## src/rtl/text_console_char_writer_unit_assert.svh

```systemverilog
// Assertion helpers for the text console writer.
// The enclosing module must have i_clk and the active low i_rst_n.
`ifndef TEXT_CONSOLE_CHAR_WRITER_UNIT_ASSERT_SVH
`define TEXT_CONSOLE_CHAR_WRITER_UNIT_ASSERT_SVH

// Consequent must hold in the same cycle as the antecedent.
`define TCCW_CHECK_IMPLY(label, ante, cons, msg) \
    label: assert property (@(posedge i_clk) disable iff (!i_rst_n) (ante) |-> (cons)) \
        else $error(msg);

// Consequent must hold in the cycle after the antecedent.
`define TCCW_CHECK_NEXT(label, ante, cons, msg) \
    label: assert property (@(posedge i_clk) disable iff (!i_rst_n) (ante) |=> (cons)) \
        else $error(msg);

// Condition must hold in every cycle out of reset.
`define TCCW_CHECK_ALWAYS(label, cond, msg) \
    `TCCW_CHECK_IMPLY(label, 1'b1, cond, msg)

`endif

```

## src/rtl/tccw_pkg.sv

```systemverilog
`timescale 1ns / 1ps

package tccw_pkg;

    // Action codes of an input word
    typedef enum logic [1:0] {
        ACT_PUT   = 2'd0,
        ACT_SET   = 2'd1,
        ACT_CLEAR = 2'd2,
        ACT_READ  = 2'd3
    } t_action;

    // Character classes of a put
    typedef enum logic [2:0] {
        PK_PRINT = 3'd0,
        PK_BS    = 3'd1,
        PK_NL    = 3'd2,
        PK_CR    = 3'd3,
        PK_TAB   = 3'd4
    } t_put_kind;

    // Control characters
    localparam logic [7:0] CH_BS  = 8'h08;
    localparam logic [7:0] CH_TAB = 8'h09;
    localparam logic [7:0] CH_NL  = 8'h0A;
    localparam logic [7:0] CH_CR  = 8'h0D;

    // Cell values and attribute reset
    localparam logic [15:0] BLANK_CELL = 16'h0F20;
    localparam logic [15:0] TAB_CELL   = 16'h0020;
    localparam logic [7:0]  ATTR_RESET = 8'h0F;

    // Command queue geometry (power of two)
    localparam int Q_DEPTH = 2;
    localparam int Q_PW    = 1;

    typedef struct packed {
        logic [1:0] action;
        logic [7:0] char_code;
        logic [4:0] target_row;
        logic [6:0] target_col;
    } t_in_word;

    typedef struct packed {
        logic [4:0]  cursor_row;
        logic [6:0]  cursor_col;
        logic [15:0] cell_value;
    } t_out_word;

    // Classified command, targets already clamped
    typedef struct packed {
        t_action    action;
        t_put_kind  kind;
        logic [7:0] char_code;
        logic [4:0] row;
        logic [6:0] col;
    } t_cmd;

endpackage

```

## src/rtl/tccw_queue.sv

```systemverilog
`timescale 1ns / 1ps

module tccw_queue (
    input  logic            i_clk,
    input  logic            i_rst_n,
    input  logic            i_push,
    input  tccw_pkg::t_cmd  i_data,
    input  logic            i_pop,
    output tccw_pkg::t_cmd  o_data,
    output logic            o_full,
    output logic            o_empty
);

    import tccw_pkg::*;

    localparam int CW = $clog2(Q_DEPTH + 1);

    t_cmd            r_mem [Q_DEPTH];
    logic [Q_PW-1:0] r_wptr;
    logic [Q_PW-1:0] r_rptr;
    logic [CW-1:0]   r_count;
    logic [Q_PW-1:0] n_wptr;
    logic [Q_PW-1:0] n_rptr;
    logic [CW-1:0]   n_count;

    assign o_full  = (r_count == CW'(Q_DEPTH));
    assign o_empty = (r_count == '0);
    assign o_data  = r_mem[r_rptr];

    // Advance pointers and fill level
    always_comb begin
        n_wptr  = r_wptr;
        n_rptr  = r_rptr;
        n_count = r_count;
        if (i_push) begin
            n_wptr = r_wptr + Q_PW'(1);
        end
        if (i_pop) begin
            n_rptr = r_rptr + Q_PW'(1);
        end
        if (i_push && !i_pop) begin
            n_count = r_count + CW'(1);
        end else if (!i_push && i_pop) begin
            n_count = r_count - CW'(1);
        end
    end

    always_ff @(posedge i_clk) begin
        if (!i_rst_n) begin
            r_wptr  <= '0;
            r_rptr  <= '0;
            r_count <= '0;
        end else begin
            r_wptr  <= n_wptr;
            r_rptr  <= n_rptr;
            r_count <= n_count;
        end
        if (i_push) begin
            r_mem[r_wptr] <= i_data;
        end
    end

endmodule

```

## config.mk

```make
export PLATFORM = sky130hd
export DESIGN_NAME = tccw_queue
export DESIGN_NICKNAME = d
export VERILOG_FILES = /design/src/rtl/text_console_char_writer_unit_assert.svh /design/src/rtl/tccw_pkg.sv /design/src/rtl/tccw_queue.sv
export SDC_FILE = /design/constraint.sdc
export NUM_CORES = 1
export LEC_CHECK = 0
export ABC_AREA = 1
export BUFFER_PORTS_ARGS = -buffer_cell sky130_fd_sc_hd__buf_4
export CELL_PAD_IN_SITES_DETAIL_PLACEMENT = 0
export CELL_PAD_IN_SITES_GLOBAL_PLACEMENT = 2
export CORE_MARGIN = 2
export CORE_UTILIZATION = 37
export DETAILED_ROUTE_END_ITERATION = 6
export PLACE_DENSITY = 0.79
export SYNTH_ARGS = -nofsm -noshare
export SYNTH_HDL_FRONTEND = slang
export SYNTH_SLANG_ARGS = --single-unit
```

## constraint.sdc

```tcl
create_clock -name i_clk -period 2 [get_ports i_clk]
set_input_delay 0 -clock i_clk [delete_from_list [all_inputs] [get_ports i_clk]]
set_output_delay 0 -clock i_clk [all_outputs]
set_load 0.03 [all_outputs]
```

Word-level counts from Yosys, hierarchy flattened
Memory sizes are Yosys's and may differ from the RTL's. A register that Yosys moved wholly into a read port is not among the register bits.
Cells that the tools add are included.

word-level totals
  register bits = 4
  memory bits (writable) = 50
  bits of input ports = 29
  output and inout bits = 27
  logic and storage cells = 21
  memories = 1

operators by class
  add/subtract/negate cells = 4
  equal/unequal tests = 1
  multiplexer cells = 6
  reductions and logical operators = 6

memories
  name   words  bits a word  read ports  clocked after Yosys merged registers in  write ports  line              RTL
  r_mem  2      25           1           1                                        1            tccw_queue.sv:18  t_cmd r_mem [Q_DEPTH];

operators with widths
  kind                   count
  $mux W1                4
  $mux W2                2
  $add A1 B1 Y1 const B  2
  $add A2 B1 Y2 const B  1
  $eq A2 B2 Y1 const B   1
  $logic_and A1 B1 Y1    2
  $logic_not A1 Y1       2
  $logic_not A2 Y1       1
  $reduce_bool A2 Y1     1
  $sub A2 B1 Y2 const B  1

Depth between registers and ports, before layout
  depth after elaboration = 4
  mapped depth = 8

Least setup slack after synthesis
OpenSTA, ideal clock, no wires.

  path type = flip-flop to flip-flop
  start = reg r_wptr
  end = mem r_mem[0][0] in the netlist's numbering, enable pin
  setup time = 0.407 ns
  arrival time = 1.388 ns
  data required time = 1.593 ns
  path slack = 0.204 ns
  stages on the path, launching flop included = 2
  buffers on the path = 0
  path through = dfxtp_1 > nor2_1

RTL lines
  what                    line              RTL
  from (decl)             tccw_queue.sv:19  logic [Q_PW-1:0] r_wptr;
  from (signal assigned)  tccw_queue.sv:54  r_wptr <= n_wptr;
  to (decl)               tccw_queue.sv:18

Straight into the memory's write port.

Final worst setup path
  start = reg r_wptr
  end = reg r_wptr

on the way
  longest elaborated chain between the ends = 1

ends and longest elaborated chain
  what           line              RTL
  $add A1 B1 Y1  tccw_queue.sv:36  n_wptr = r_wptr + Q_PW'(1);

No other way between the ends.
A chain may end at the register's enable or synchronous reset.

==> run metrics <==
drt total wl=3580 µm; CP peak stage delay=540 ps; largest net degree at the start of global routing=23; starting density of the core=38.6%; Post-DRT Antenna Nets=0; # Post-CTS Setup Buffers=0; DRC Markers=0; Netlist Area Pre-Place=2140 µm²; syn nets=143; Seq pwr share=56.7%; via count=1238; post-synth top area cell=edfxtp_1; Die Width=80 µm; Gate power share=19.2%; H-tree levels=2; Sw Ratio=24.2%; Sink Count=55; #FFs+latches synth=55; Worst-path clk slew=90 ps; Design Power=0.00237 W; # hold bufs at CTS=30; leakage=1.23 nW; hold crit path type=in2reg; Sw Pwr=0.000574 W; Worst Path Arrival=1930 ps; status=finished clean; DRT iter0 DRCs=22; gr usage total=11.9%; Fin. Hold Viols=0; Final setup viols=0; Worst Setup End Kind=flop; Fmax=576 MHz; Setup TNS=0 ps; cts bufs inserted=5; CP required=2190 ps; Worst-Margin Slew=514 ps; Int Power=0.00180 W; Critical-path top delay cell=dlygate4sd3_1; crit path kind=reg2reg; drt pass-1 iters=4; ratio of cells with drive above 1 in the final layout=44.2%; Worst-Skew Late Latency=290 ps; max-slew violation count=0; Synth Instances=113; top cells by area, synth=edfxtp_1 70%, mux2_4 14%, dfxtp_1 4.7%; Avg Vias per Cell=4.45; Max transition margin=65.7%; Root Driver=clkbuf_8; final period utilization=86.9%; hpwl dp=2450 µm; Avg WL per Cell=12.9 µm; max cap viols=0; Die Y=80 µm; synth unique cells=14; first-pass GRT wire length=5650 µm; Post-CTS Resized=0; placer's final routability congestion estimate=0.618; antenna cells=0; share of the synthesized area in the top cell type=70.3%; RSZ-0062 raised after global routing=no; Worst IR Drop VDD=446 µV; worst clock skew=7.44 ps; I/O Buffers=55; CP Launch Type=flop; IO Pins=56; Tmin final=1740 ps; pwr dens=781 nW/µm²; Synth Warn #=0; Worst Path Max Fanout=3; vias in the first global route=1267; Remaining Overflow, GRT=0; die area=6400 µm²; row count=27; CORE AREA=5540 µm²; Clock power frac=24.1%; CTS tree=built; Final Net Count=235; Area growth syn-to-layout=42.1%; critical path, cell by cell=nand2_1, nand2_1, dlygate4sd3_1, nor2_1, dlygate4sd3_1; buffer levels on the longest clock path=2; post-synthesis sequential area ratio=74.9%; initial antenna violation count=0; Post-Syn Area per Cell=18.9 µm²
[layer usage]
layer | global-route usage (%) | part of all wire [%] | vias to the layer above
met2 | 21.6 | 52 | 43
met3 | 3.85 | 5.6 | 5
met4 | 3.56 | 1.0 | 0
met5 | 0 | 0 | -
li1 | - | - | 593
met1 | 13.1 | 42 | 597
[synthesized netlist by cell type]
master     n
buf_6      1
mux2_2     5
ha_1       1
nor2_1     9
a21oi_1    1
mux2_4    20
nand4_1    1
dfxtp_1    5
buf_12     2
o21ai_0    1
edfxtp_1  50
nand2_1    8
inv_1      8
nand3_1    1
[flip-flops by register name, summed over array words and instances, names as in the netlist, named ones only]
name     flops
r_count      2
r_rptr       1
r_wptr       1
r_mem       50
[logic make-up (layout without fill, tap and decap cells)]
group | after synthesis | in the layout | share of synthesized area [%]
mux | 25 | 25 | 16.7
compound gates | 2 | 2 | 0.468
flops | 55 | 55 | 74.9
buf+inv | 11 | 104 | 3.81
fa+ha+maj | 1 | 1 | 0.585
simple gates | 19 | 19 | 3.51
[power by group through the flow]
stage	clock (W)	sequential, W	combinational, W
after global routing	0.000646	0.00135	0.000486
after detailed placement	0	0.00137	0.000410
after CTS	0.000592	0.00135	0.000460
after floorplan	0	0.00136	0.000262
after global placement	0	0.00137	0.000403
final	0.000572	0.00135	0.000454
[critical path: cells and delay by family (launching register included)]
family | cells | cell delay [ps]
buffers and inverters | 2 | 1080
AND/OR/NAND/NOR | 3 | 170
flip-flops | 1 | 370
[path summary, 6_finish.rpt]
kind | from | to | slack, ps | cells after the start
max | r_wptr | r_wptr | 260 | 5
min | i_push | r_count[0] | 70 | 3
max reg2reg | r_wptr | r_wptr | 260 | 5
min reg2reg | r_rptr | r_rptr | 520 | 2
[cell type report]
cell class,instances,area (µm²)
well taps,72,90.1
repair buffers,88,773
multi-input cells,47,457
flip-flops and latches,55,1600
inverters,8,30.0
fillers,465,2500
clock inverters,2,12.5
clock buffers,6,72.6
[stage by stage]
stage	cell area, µm²	worst slack (ps)	util (%)	hold WS (ps)	std cells
2_1_floorplan	2140	204	-	98.9	113
3_3_place_gp	2650	742	47.9	187	240
3_5_place_dp	2650	686	47.9	189	240
4_1_cts	3040	276	54.8	57.5	278
5_1_grt	3040	182	54.8	63.4	278
6_report	3040	263	54.8	71.0	278
[placed cells by master, fill, tap and decap left out]
cell and count:
o21ai_0 1, nand4_1 1, mux2_4 20, buf_4 55, edfxtp_1 50, nand3_1 1, dfxtp_1 5, mux2_2 5
clkbuf_8 5, dlygate4sd3_1 30, clkbuf_1 1, nor2_1 8, clkinv_2 1, inv_1 8, clkinvlp_4 1, ha_1 1
nor2_2 1, a21oi_1 1, buf_12 3, nand2_1 8
No activity file was read; power rests on OpenSTA's default activity.
