**src/rtl/text_console_char_writer_unit_assert.svh**
```systemverilog
// Assertion helpers for the text console writer.
// The enclosing module must have i_clk and the active low i_rst_n.
`ifndef TEXT_CONSOLE_CHAR_WRITER_UNIT_ASSERT_SVH
`define TEXT_CONSOLE_CHAR_WRITER_UNIT_ASSERT_SVH

// Consequent must hold in the same cycle as the antecedent.
`define TCCW_CHECK_IMPLY(label, ante, cons, msg) \
    label: assert property (@(posedge i_clk) disable iff (!i_rst_n) (ante) |-> (cons)) \
        else $error(msg);

// Consequent must hold in the cycle after the antecedent.
`define TCCW_CHECK_NEXT(label, ante, cons, msg) \
    label: assert property (@(posedge i_clk) disable iff (!i_rst_n) (ante) |=> (cons)) \
        else $error(msg);

// Condition must hold in every cycle out of reset.
`define TCCW_CHECK_ALWAYS(label, cond, msg) \
    `TCCW_CHECK_IMPLY(label, 1'b1, cond, msg)

`endif

```
**src/rtl/tccw_pkg.sv**
```systemverilog
`timescale 1ns / 1ps

package tccw_pkg;

    // Action codes of an input word
    typedef enum logic [1:0] {
        ACT_PUT   = 2'd0,
        ACT_SET   = 2'd1,
        ACT_CLEAR = 2'd2,
        ACT_READ  = 2'd3
    } t_action;

    // Character classes of a put
    typedef enum logic [2:0] {
        PK_PRINT = 3'd0,
        PK_BS    = 3'd1,
        PK_NL    = 3'd2,
        PK_CR    = 3'd3,
        PK_TAB   = 3'd4
    } t_put_kind;

    // Control characters
    localparam logic [7:0] CH_BS  = 8'h08;
    localparam logic [7:0] CH_TAB = 8'h09;
    localparam logic [7:0] CH_NL  = 8'h0A;
    localparam logic [7:0] CH_CR  = 8'h0D;

    // Cell values and attribute reset
    localparam logic [15:0] BLANK_CELL = 16'h0F20;
    localparam logic [15:0] TAB_CELL   = 16'h0020;
    localparam logic [7:0]  ATTR_RESET = 8'h0F;

    // Command queue geometry (power of two)
    localparam int Q_DEPTH = 2;
    localparam int Q_PW    = 1;

    typedef struct packed {
        logic [1:0] action;
        logic [7:0] char_code;
        logic [4:0] target_row;
        logic [6:0] target_col;
    } t_in_word;

    typedef struct packed {
        logic [4:0]  cursor_row;
        logic [6:0]  cursor_col;
        logic [15:0] cell_value;
    } t_out_word;

    // Classified command, targets already clamped
    typedef struct packed {
        t_action    action;
        t_put_kind  kind;
        logic [7:0] char_code;
        logic [4:0] row;
        logic [6:0] col;
    } t_cmd;

endpackage

```
**src/rtl/tccw_front.sv**
```systemverilog
`timescale 1ns / 1ps

module tccw_front #(
    parameter int COLUMNS = 80,
    parameter int ROWS    = 25
) (
    input  logic                i_clk,
    input  logic                i_rst_n,
    input  logic                i_in_valid,
    input  tccw_pkg::t_in_word  i_in_word,
    output logic                o_in_stall,
    input  logic                i_init_busy,
    input  logic                i_q_full,
    output logic                o_push,
    output tccw_pkg::t_cmd      o_cmd
);

    import tccw_pkg::*;

    logic      r_valid;
    logic      n_valid;
    t_cmd      r_cmd;
    t_cmd      n_cmd;
    logic      accept;
    logic      push;
    t_put_kind kind;

    // Hold the stage while it holds a word and the queue is full, or during the reset clearing pass
    assign o_in_stall = i_init_busy || (r_valid && i_q_full);
    assign accept     = i_in_valid && !o_in_stall;
    assign push       = r_valid && !i_q_full;

    // Classify the character
    always_comb begin
        unique case (i_in_word.char_code)
            CH_BS:   kind = PK_BS;
            CH_NL:   kind = PK_NL;
            CH_CR:   kind = PK_CR;
            CH_TAB:  kind = PK_TAB;
            default: kind = PK_PRINT;
        endcase
    end

    // Build the command word with clamped targets
    always_comb begin
        n_cmd.action    = t_action'(i_in_word.action);
        n_cmd.kind      = kind;
        n_cmd.char_code = i_in_word.char_code;
        if (int'(i_in_word.target_row) > ROWS - 1) begin
            n_cmd.row = 5'(ROWS - 1);
        end else begin
            n_cmd.row = i_in_word.target_row;
        end
        if (int'(i_in_word.target_col) > COLUMNS - 1) begin
            n_cmd.col = 7'(COLUMNS - 1);
        end else begin
            n_cmd.col = i_in_word.target_col;
        end
    end

    // Advance the stage
    always_comb begin
        n_valid = r_valid;
        if (accept) begin
            n_valid = 1'b1;
        end else if (push) begin
            n_valid = 1'b0;
        end
    end

    always_ff @(posedge i_clk) begin
        if (!i_rst_n) begin
            r_valid <= 1'b0;
        end else begin
            r_valid <= n_valid;
        end
        if (accept) begin
            r_cmd <= n_cmd;
        end
    end

    assign o_push = push;
    assign o_cmd  = r_cmd;

endmodule

```
**config.mk**
```make
export PLATFORM = sky130hd
export DESIGN_NAME = tccw_front
export DESIGN_NICKNAME = d
export VERILOG_FILES = /design/src/rtl/text_console_char_writer_unit_assert.svh /design/src/rtl/tccw_pkg.sv /design/src/rtl/tccw_front.sv
export SDC_FILE = /design/constraint.sdc
export NUM_CORES = 1
export LEC_CHECK = 0
export BUFFER_PORTS_ARGS = -buffer_cell sky130_fd_sc_hd__buf_2
export CAP_MARGIN = 10
export CORE_MARGIN = 8
export CORE_UTILIZATION = 42
export DETAILED_ROUTE_END_ITERATION = 10
export PLACE_DENSITY = 0.77
export SYNTH_ARGS = -nofsm -noshare
export SYNTH_HDL_FRONTEND = slang
export SYNTH_SLANG_ARGS = --single-unit
```
**constraint.sdc**
```tcl
create_clock -name i_clk -period 2.52 [get_ports i_clk]
set_input_delay 0.126 -clock i_clk [delete_from_list [all_inputs] [get_ports i_clk]]
set_output_delay 0.126 -clock i_clk [all_outputs]
set_load 0.03 [all_outputs]
```
; After elaboration in Yosys (flattened, before gate mapping)
; Index checks and enable logic that the tools add are counted.
[totals]
ff_bits = 26
input_bits = 27
elab_cells = 22
[op_classes]
n_eq_ne = 4
order_cmp = 2
mux = 3
reduce_logical = 7
[ops]
columns = operator, count
row1 = $eq 8x4->1 const B, 4
row2 = $pmux 3 s4, 1
row3 = $gt 7x7->1 const B, 1
row4 = $gt 5x5->1 const B, 1
row5 = $logic_and 1x1->1, 3
row6 = $logic_not 1->1, 2
row7 = $mux 1, 2
row8 = $reduce_bool 2->1, 1
row9 = $logic_or 1x1->1, 1

; Depth between registers and ports, before layout
; Gate-level depths: netlist (run 1).
[logic_depth]
depth_word = 5
ltp_mapped = 2
depth_no_buf = 2

; Worst setup path after synthesis (run 1)
; OpenSTA, ideal clock, no wires.
[synth_timing]
path_kind = reg2reg
start = register r_valid
end = register r_cmd (netlist bit o_cmd[0]), enable pin
setup_time_ns = 0.415
slack_ns = 0.550
period_less_slack_ns = 1.970
path_buffers = 0
t_arrival_ns = 1.554
path_stages_with_launch = 2
cell_sequence = dfxtp_1 > a21oi_1
[synth_via]
elab_chain_cells = 4
[synth_lines]
columns = item, line
row1 = "start, declared", tccw_front.sv:20  ; logic r_valid;
row2 = "start signal, assigned", tccw_front.sv:75  ; r_valid <= n_valid;
row3 = $logic_and 1x1->1, tccw_front.sv:29  ; assign o_in_stall = i_init_busy || (r_valid && i_q_full);
row4 = $logic_or 1x1->1, tccw_front.sv:29
row5 = $logic_not 1->1, tccw_front.sv:30  ; assign accept = i_in_valid && !o_in_stall;
row6 = $logic_and 1x1->1, tccw_front.sv:30
row7 = net accept, tccw_front.sv:24  ; logic accept;
row8 = "end signal, assigned", tccw_front.sv:78  ; r_cmd <= n_cmd;
row9 = "end, declared", tccw_front.sv:22  ; t_cmd r_cmd;
; The timed path passes the listed nets, and every way through them passes these cells.
; A chain may end at the register's enable or synchronous reset.

; Final worst setup path (run 1)
[layout_timing]
start = input port i_in_word[17] (netlist bit)
end = register r_cmd (netlist bit o_cmd[20]) (data pin)
[layout_via]
elab_chain_cells = 2
[layout_lines]
columns = item, line
row1 = "start, declared", tccw_front.sv:10  ; input tccw_pkg::t_in_word i_in_word,
row2 = $eq 8x4->1, tccw_front.sv:35  ; unique case (i_in_word.char_code)
row3 = $pmux 3 s4 (*), tccw_front.sv:35
row4 = net kind[0], tccw_front.sv:26  ; t_put_kind kind;
; Mark *: on every way through the listed nets, which the timed path passes. The rest lies on a longest branch.

==> metrics.yaml, run 1 <==
yosys:
  synth-async-reset-ratio_pct: 0
  ys.flop_type: "edfxtp_1"
  yosysTopAreaCell: "edfxtp_1"
  synth_commonest_cells: "25 x edfxtp_1, 6 x nand2b_1, 3 x and2_1, 3 x clkbuf_1, 3 x nor2b_1"
  avgSynthCellArea_sq_um: 17.4
  yosysMostFrequentCell: "edfxtp_1"
  synth_cell_types: 19
  synth.cell_area_sq_um: 956
  synthTopCellsByArea: "edfxtp_1 79%, nand2b_1 3.9%, dfxtp_1 2.1%"
  netlist.area_leader.share_pct: 78.5
  synth_edf_count: 25
  syn_nets: 82
  syn_inst: 55
  yosysWarningCount: 0
  ys_seq_area_share_pct: 80.6
  ys_seq_elements: 26
global_routing:
  grt_max_degree: 26
  grt_first_pass_wirelength_mm: 3.49
  grt_pass1_vias: 757
  antenna_found_initial: 0
  grt-ovfl-total: 0
  grt_usage_pct: 10.8
route:
  drt-wirelength-per-cell_um: 14.5
  drtPass1Iterations: 2
  vias: 662
  drc: 0
  vias_per_cell: 4.53
  drt_iter0_markers: 12
  ant_nets: 0
  wl_mm: 2.12
critical_path:
  crit_path_max_fanout: 3
  crit_type: "in -> reg"
  r2r_end: "o_cmd[8]$_SDFFCE_PN0P_"
  cp.buffers_inverters: 2
  cp_slowest_cell: "or4_4"
  worstPathRequired_ns: 2.66
  r2r_cells: 2
  critical_path.top_delay_family: "simple AND/OR/NAND/NOR gates"
  timing.rr.start: "r_valid$_SDFFE_PN0P_"
  worstPathArrival_ns: 1.57
  startpoint_type: "input port"
  path_cells: "dlygate4sd3_1, buf_2, or4_4, nor4_2"
  r2r_slack_ns: 1.43
  endpoint_kind: "flop"
  cpPeakStageDelay_ns: 0.55
clock_tree:
  post-cts-setup-buffers: 0
  numClockSinks: 26
  clk_latency_ns: 0.30
  numCtsBuffers: 3
  cts_hold_buf: 8
  clk_path_buf_depth: 2
  clkTransAtPathRegs_ns: 0.13
  cts_tree: "built"
  cts_resized: 0
  cts_root_buffer: "clkbuf_4"
  htreeDepth: 1
sta:
  hold_violations: 0
  drv_slew: 0
  finalSetupViolCount: 0
  timing.final.crit_share_pct: 57.0
  finalSetupTns_ns: 0
  max_freq_mhz: 697
  rsz0062_at_grt: "no"
  finalCriticalPeriod_ns: 1.44
  hold-worst-slack_ns: 0.0253
  tightest_slew_ns: 0.395
  fin_skew_ns: 0.00261
  relSlewSlack_pct: 73.4
pwr:
  ir_worst_vdd_mv: 0.285
  p_per_area_nw_per_um2: 596
  power_leakage_nw: 0.566
  total_power_w: 0.000818
min_path:
  hold_path.startpoint: "i_in_word[19]"
  holdPathStages: 1
  min_path_type: "in -> reg"
  min_to: "o_cmd[19]$_DFFE_PP_"
status:
  outcome: "complete, no violations"
die:
  dieArea_sq_um: 4060
  rows: 17
  num_io_pins: 54
  die_width_um: 63.7
  die_y_um: 63.7
  core_sq_um: 2190
  initial_core_util_pct: 43.6
placement:
  io_buffers: 53
  place_inst: 134
  dpl-instance-area_sq_um: 1260
  globalplace.congestion: 0.738
layout:
  n_antenna_cell: 0
  fin_nets: 146
  syn2layout_area_growth_pct: 43.6
  design_area_sq_um: 1370
  drive_gt1_share_pct: 52.5
  stdcell_count: 146
job:
  maxCapViolCount: 0
[cell type report]
class | count | area (sq um)
clock buffers | 4 | 36.3
fillers | 160 | 818
inverters | 1 | 3.75
multi-input cells | 25 | 174
flip-flops and latches | 26 | 771
well taps | 28 | 35.0
repair buffers | 62 | 353
[flip-flops by register name, indices dropped and copies added, names as in the netlist]
name and cells:
o_cmd 25, r_valid 1
[routing by layer]
| metal | vias up | wire (um) | GRT usage (%) | part of all wire (%) |
|---|---|---|---|---|
| met4 | 0 | 42 | 6.96 | 2.0 |
| met5 | - | 0 | 0 | 0 |
| met3 | 4 | 199 | 3.89 | 9.4 |
| met2 | 38 | 1090 | 18.6 | 51 |
| met1 | 294 | 796 | 10.8 | 37 |
| li1 | 326 | - | - | - |
[worst max-delay path by stage]
stage	slack [ns]	endpoint	cells past startpoint	start
2_1_floorplan	0.55	o_cmd[0]$_SDFFCE_PN1P_	1	r_valid$_SDFFE_PN0P_
3_3_place_gp	1.38	o_cmd[20]$_DFFE_PP_	3	i_in_word[17]
3_5_place_dp	1.32	o_cmd[20]$_DFFE_PP_	3	i_in_word[17]
4_1_cts	1.10	o_cmd[20]$_DFFE_PP_	4	i_in_word[17]
5_1_grt	1.08	o_cmd[20]$_DFFE_PP_	4	i_in_word[17]
6_report	1.08	o_cmd[20]$_DFFE_PP_	4	i_in_word[17]
[cells in the final DEF (no fill, tap or decap), types with 2 or more instances in the layout]
| cell | instances |
|---|---|
| nand2_1 | 2 |
| edfxtp_1 | 25 |
| buf_2 | 53 |
| nor2b_1 | 3 |
| and2_1 | 3 |
| dlygate4sd3_1 | 8 |
| nand2b_1 | 6 |
| clkbuf_4 | 3 |
[metrics by stage]
step / setup slack, ns / utilization [%]
floorplan: 0.550 / -
global placement: 1.38 / 57.3
detailed placement: 1.32 / 57.3
CTS: 1.10 / 62.6
global route: 1.08 / 62.6
finish: 1.08 / 62.6
[power breakdown]
part	total, W	internal, W	switching (W)	leakage, nW
registers	0.000500	0.000496	0.00000456	0.240
logic	0.000119	0.0000452	0.0000741	0.305
clock network	0.000198	0.0000881	0.000110	0.0210
total	0.000818	0.000629	0.000189	0.566
[kinds of logic (layout without fill, tap and decap cells)]
family | Yosys count | count (layout) | synth area share, %
flip-flops | 26 | 26 | 80.6
AND/OR/NAND/NOR | 20 | 20 | 14.3
AO/OA/AOI/OAI | 4 | 4 | 2.62
buffers and inverters | 4 | 67 | 1.57
XOR/XNOR | 1 | 1 | 0.916
[worst register-to-register path, stage by stage (launching register included)]
cell	delay [ns]
dfxtp_1	0.35
a21oi_2	0.11
buf_4	0.31
Note: power is estimated with default switching activity, not from simulation.
==> inputs of run 2 (changes only) <==
CORE_UTILIZATION = 38   (was 42)
PLACE_DENSITY = 0.73   (was 0.77)
clock period = 1.27 ns   (was 2.52 ns; I/O delays follow)
==> run 2 against run 1 <==
Cell count up 6.8%; routed wire length up 5.4%; register-to-register slack worse by 1.2 ns; sequential cell count unchanged; die area up 7.8%; first-iteration DRC count up 50%; sequential share of layout area down 3.9 points; largest power group unchanged.
==> metrics.yaml, run 2 (synthesis gave the netlist of run 1 again) <==
route:
  drtPass1Iterations: 2
  drt_iter0_markers: 18
  vias_per_cell: 4.51
  drt-wirelength-per-cell_um: 14.3
  drc: 0
  vias: 704
  wl_mm: 2.24
  ant_nets: 0
placement:
  globalplace.congestion: 0.753
  place_inst: 136
  hpwl_mm: 1.72
  dpl-instance-area_sq_um: 1280
  io_buffers: 53
pwr:
  power.internal_w: 0.00127
  power_frac_clock_pct: 24.1
  combPwrFrac_pct: 15.9
  switching_share_pct: 23.3
  power_leakage_nw: 0.604
  p_switching_w: 0.000386
  p_per_area_nw_per_um2: 1120
  pwr-share-seq_pct: 59.9
  ir_worst_vdd_mv: 0.646
  total_power_w: 0.00166
clock_tree:
  numClockSinks: 26
  htreeDepth: 1
  clk_latency_ns: 0.31
  cts_root_buffer: "clkbuf_4"
  numCtsBuffers: 3
  clk_path_buf_depth: 2
  clkTransAtPathRegs_ns: 0.13
  cts_tree: "built"
die:
  initial_core_util_pct: 39.3
  core_sq_um: 2430
  die_y_um: 66.2
  rows: 18
  dieArea_sq_um: 4380
  die_width_um: 66.2
  num_io_pins: 54
critical_path:
  timing.rr.start: "r_valid$_SDFFE_PN0P_"
  r2r_cells: 2
  startpoint_type: "input port"
  endpoint_kind: "flop"
  cpPeakStageDelay_ns: 0.53
  worstPathArrival_ns: 1.40
  r2r_end: "o_cmd[15]$_DFFE_PP_"
  crit_type: "in -> reg"
  worstPathRequired_ns: 1.41
  cp_slowest_cell: "dlygate4sd3_1"
  crit_path_max_fanout: 3
  r2r_slack_ns: 0.28
  path_cells: "dlygate4sd3_1, buf_2, or4_4, nor4_2"
global_routing:
  grt-ovfl-total: 0
  globalRouteMet1Util_pct: 8.61
  grt_max_degree: 26
  antenna_found_initial: 0
  grt_first_pass_wirelength_mm: 3.39
  top_usage_layer: "met2"
  use_met2_pct: 19.9
  grt_pass1_vias: 743
  grt_usage_pct: 10.1
  use_met3_pct: 2.37
min_path:
  min_to: "o_cmd[3]$_SDFFCE_PN1P_"
  min_path_type: "in -> reg"
  holdPathStages: 2
  hold_path.startpoint: "i_in_word[3]"
layout:
  stdcell_count: 156
  multi_input_area_sq_um: 181
  drive_gt1_share_pct: 49.2
  fin_nets: 154
  postLayoutCoreUtil_pct: 60.6
  layout_commonest_cell: "buf_2"
  fillers: 204
  mostFrequentLayoutCells: "53 x buf_2, 25 x edfxtp_1, 16 x dlygate4sd3_1"
  design_area_sq_um: 1480
  n_antenna_cell: 0
  syn2layout_area_growth_pct: 54.3
  largest_reg_flops: 25
  seqCellArea_sq_um: 771
sta:
  finalSetupTns_ns: 0
  drv_slew: 0
  fin_skew_ns: 0.00664
  relSlewSlack_pct: 74.7
  rsz0062_at_grt: "no"
  timing.final.crit_share_pct: 98.8
  tightest_slew_ns: 0.375
  max_freq_mhz: 797
  finalSetupViolCount: 0
  finalCriticalPeriod_ns: 1.25
  hold_violations: 0
job:
  maxCapViolCount: 0
status:
  outcome: "complete, no violations"
[run 2: how the worst max path moves through the flow]
stage                         start  slack (ns)                     end  cells past startpoint
5_1_grt               i_in_word[12]      0.0002     o_cmd[21]$_DFFE_PP_                      4
3_5_place_dp          i_in_word[17]        0.13     o_cmd[20]$_DFFE_PP_                      3
2_1_floorplan  r_valid$_SDFFE_PN0P_        0.08  o_cmd[0]$_SDFFCE_PN1P_                      1
4_1_cts               i_in_word[18]        0.03     o_cmd[20]$_DFFE_PP_                      4
3_3_place_gp          i_in_word[17]        0.19     o_cmd[20]$_DFFE_PP_                      3
6_report              i_in_word[18]        0.02     o_cmd[20]$_DFFE_PP_                      4
[run 2: worst max-delay path, delay by kind of cell]
kind	cells	cell delay [ns]
simple gates	2	0.67
buf+inv	2	0.66
[run 2: layout make-up]
class	instances	share of cell area [%]
Tap cell	30	2.54
Multi-Input combinational cell	25	12.3
Timing Repair Buffer	70	30.2
Clock buffer	4	2.46
Sequential cell	26	52.2
Inverter	1	0.254
[run 2: metal layers]
layer	vias up	wire, um
li1	343	-
met1	324	744
met2	33	1220
met3	4	229
met4	0	46
met5	-	0
[run 2: power by group through the flow]
| stage | Sequential [W] | Combinational [W] | Clock, W |
|---|---|---|---|
| final | 0.000992 | 0.000263 | 0.000400 |
| after floorplan | 0.00109 | 0.0000529 | 0 |
| after detailed placement | 0.00101 | 0.000227 | 0 |
| after global routing | 0.000996 | 0.000282 | 0.000441 |
| after CTS | 0.000993 | 0.000264 | 0.000417 |
| after global placement | 0.00101 | 0.000222 | 0 |
[run 2: metrics by stage]
step	worst slack (ns)	hold WS, ns
2_1_floorplan	0.0800	0.162
3_3_place_gp	0.189	0.243
3_5_place_dp	0.129	0.244
4_1_cts	0.0300	0.000394
5_1_grt	0.000204	0.00116
6_report	0.0155	0.00601
[run 2: timing repair]
| action | CTS | global route |
|---|---|---|
| hold buffers | 15 | 1 |
| hold endpoints to repair | 15 | 1 |
| resized for setup | 0 | 0 |
| setup buffers | 0 | 0 |
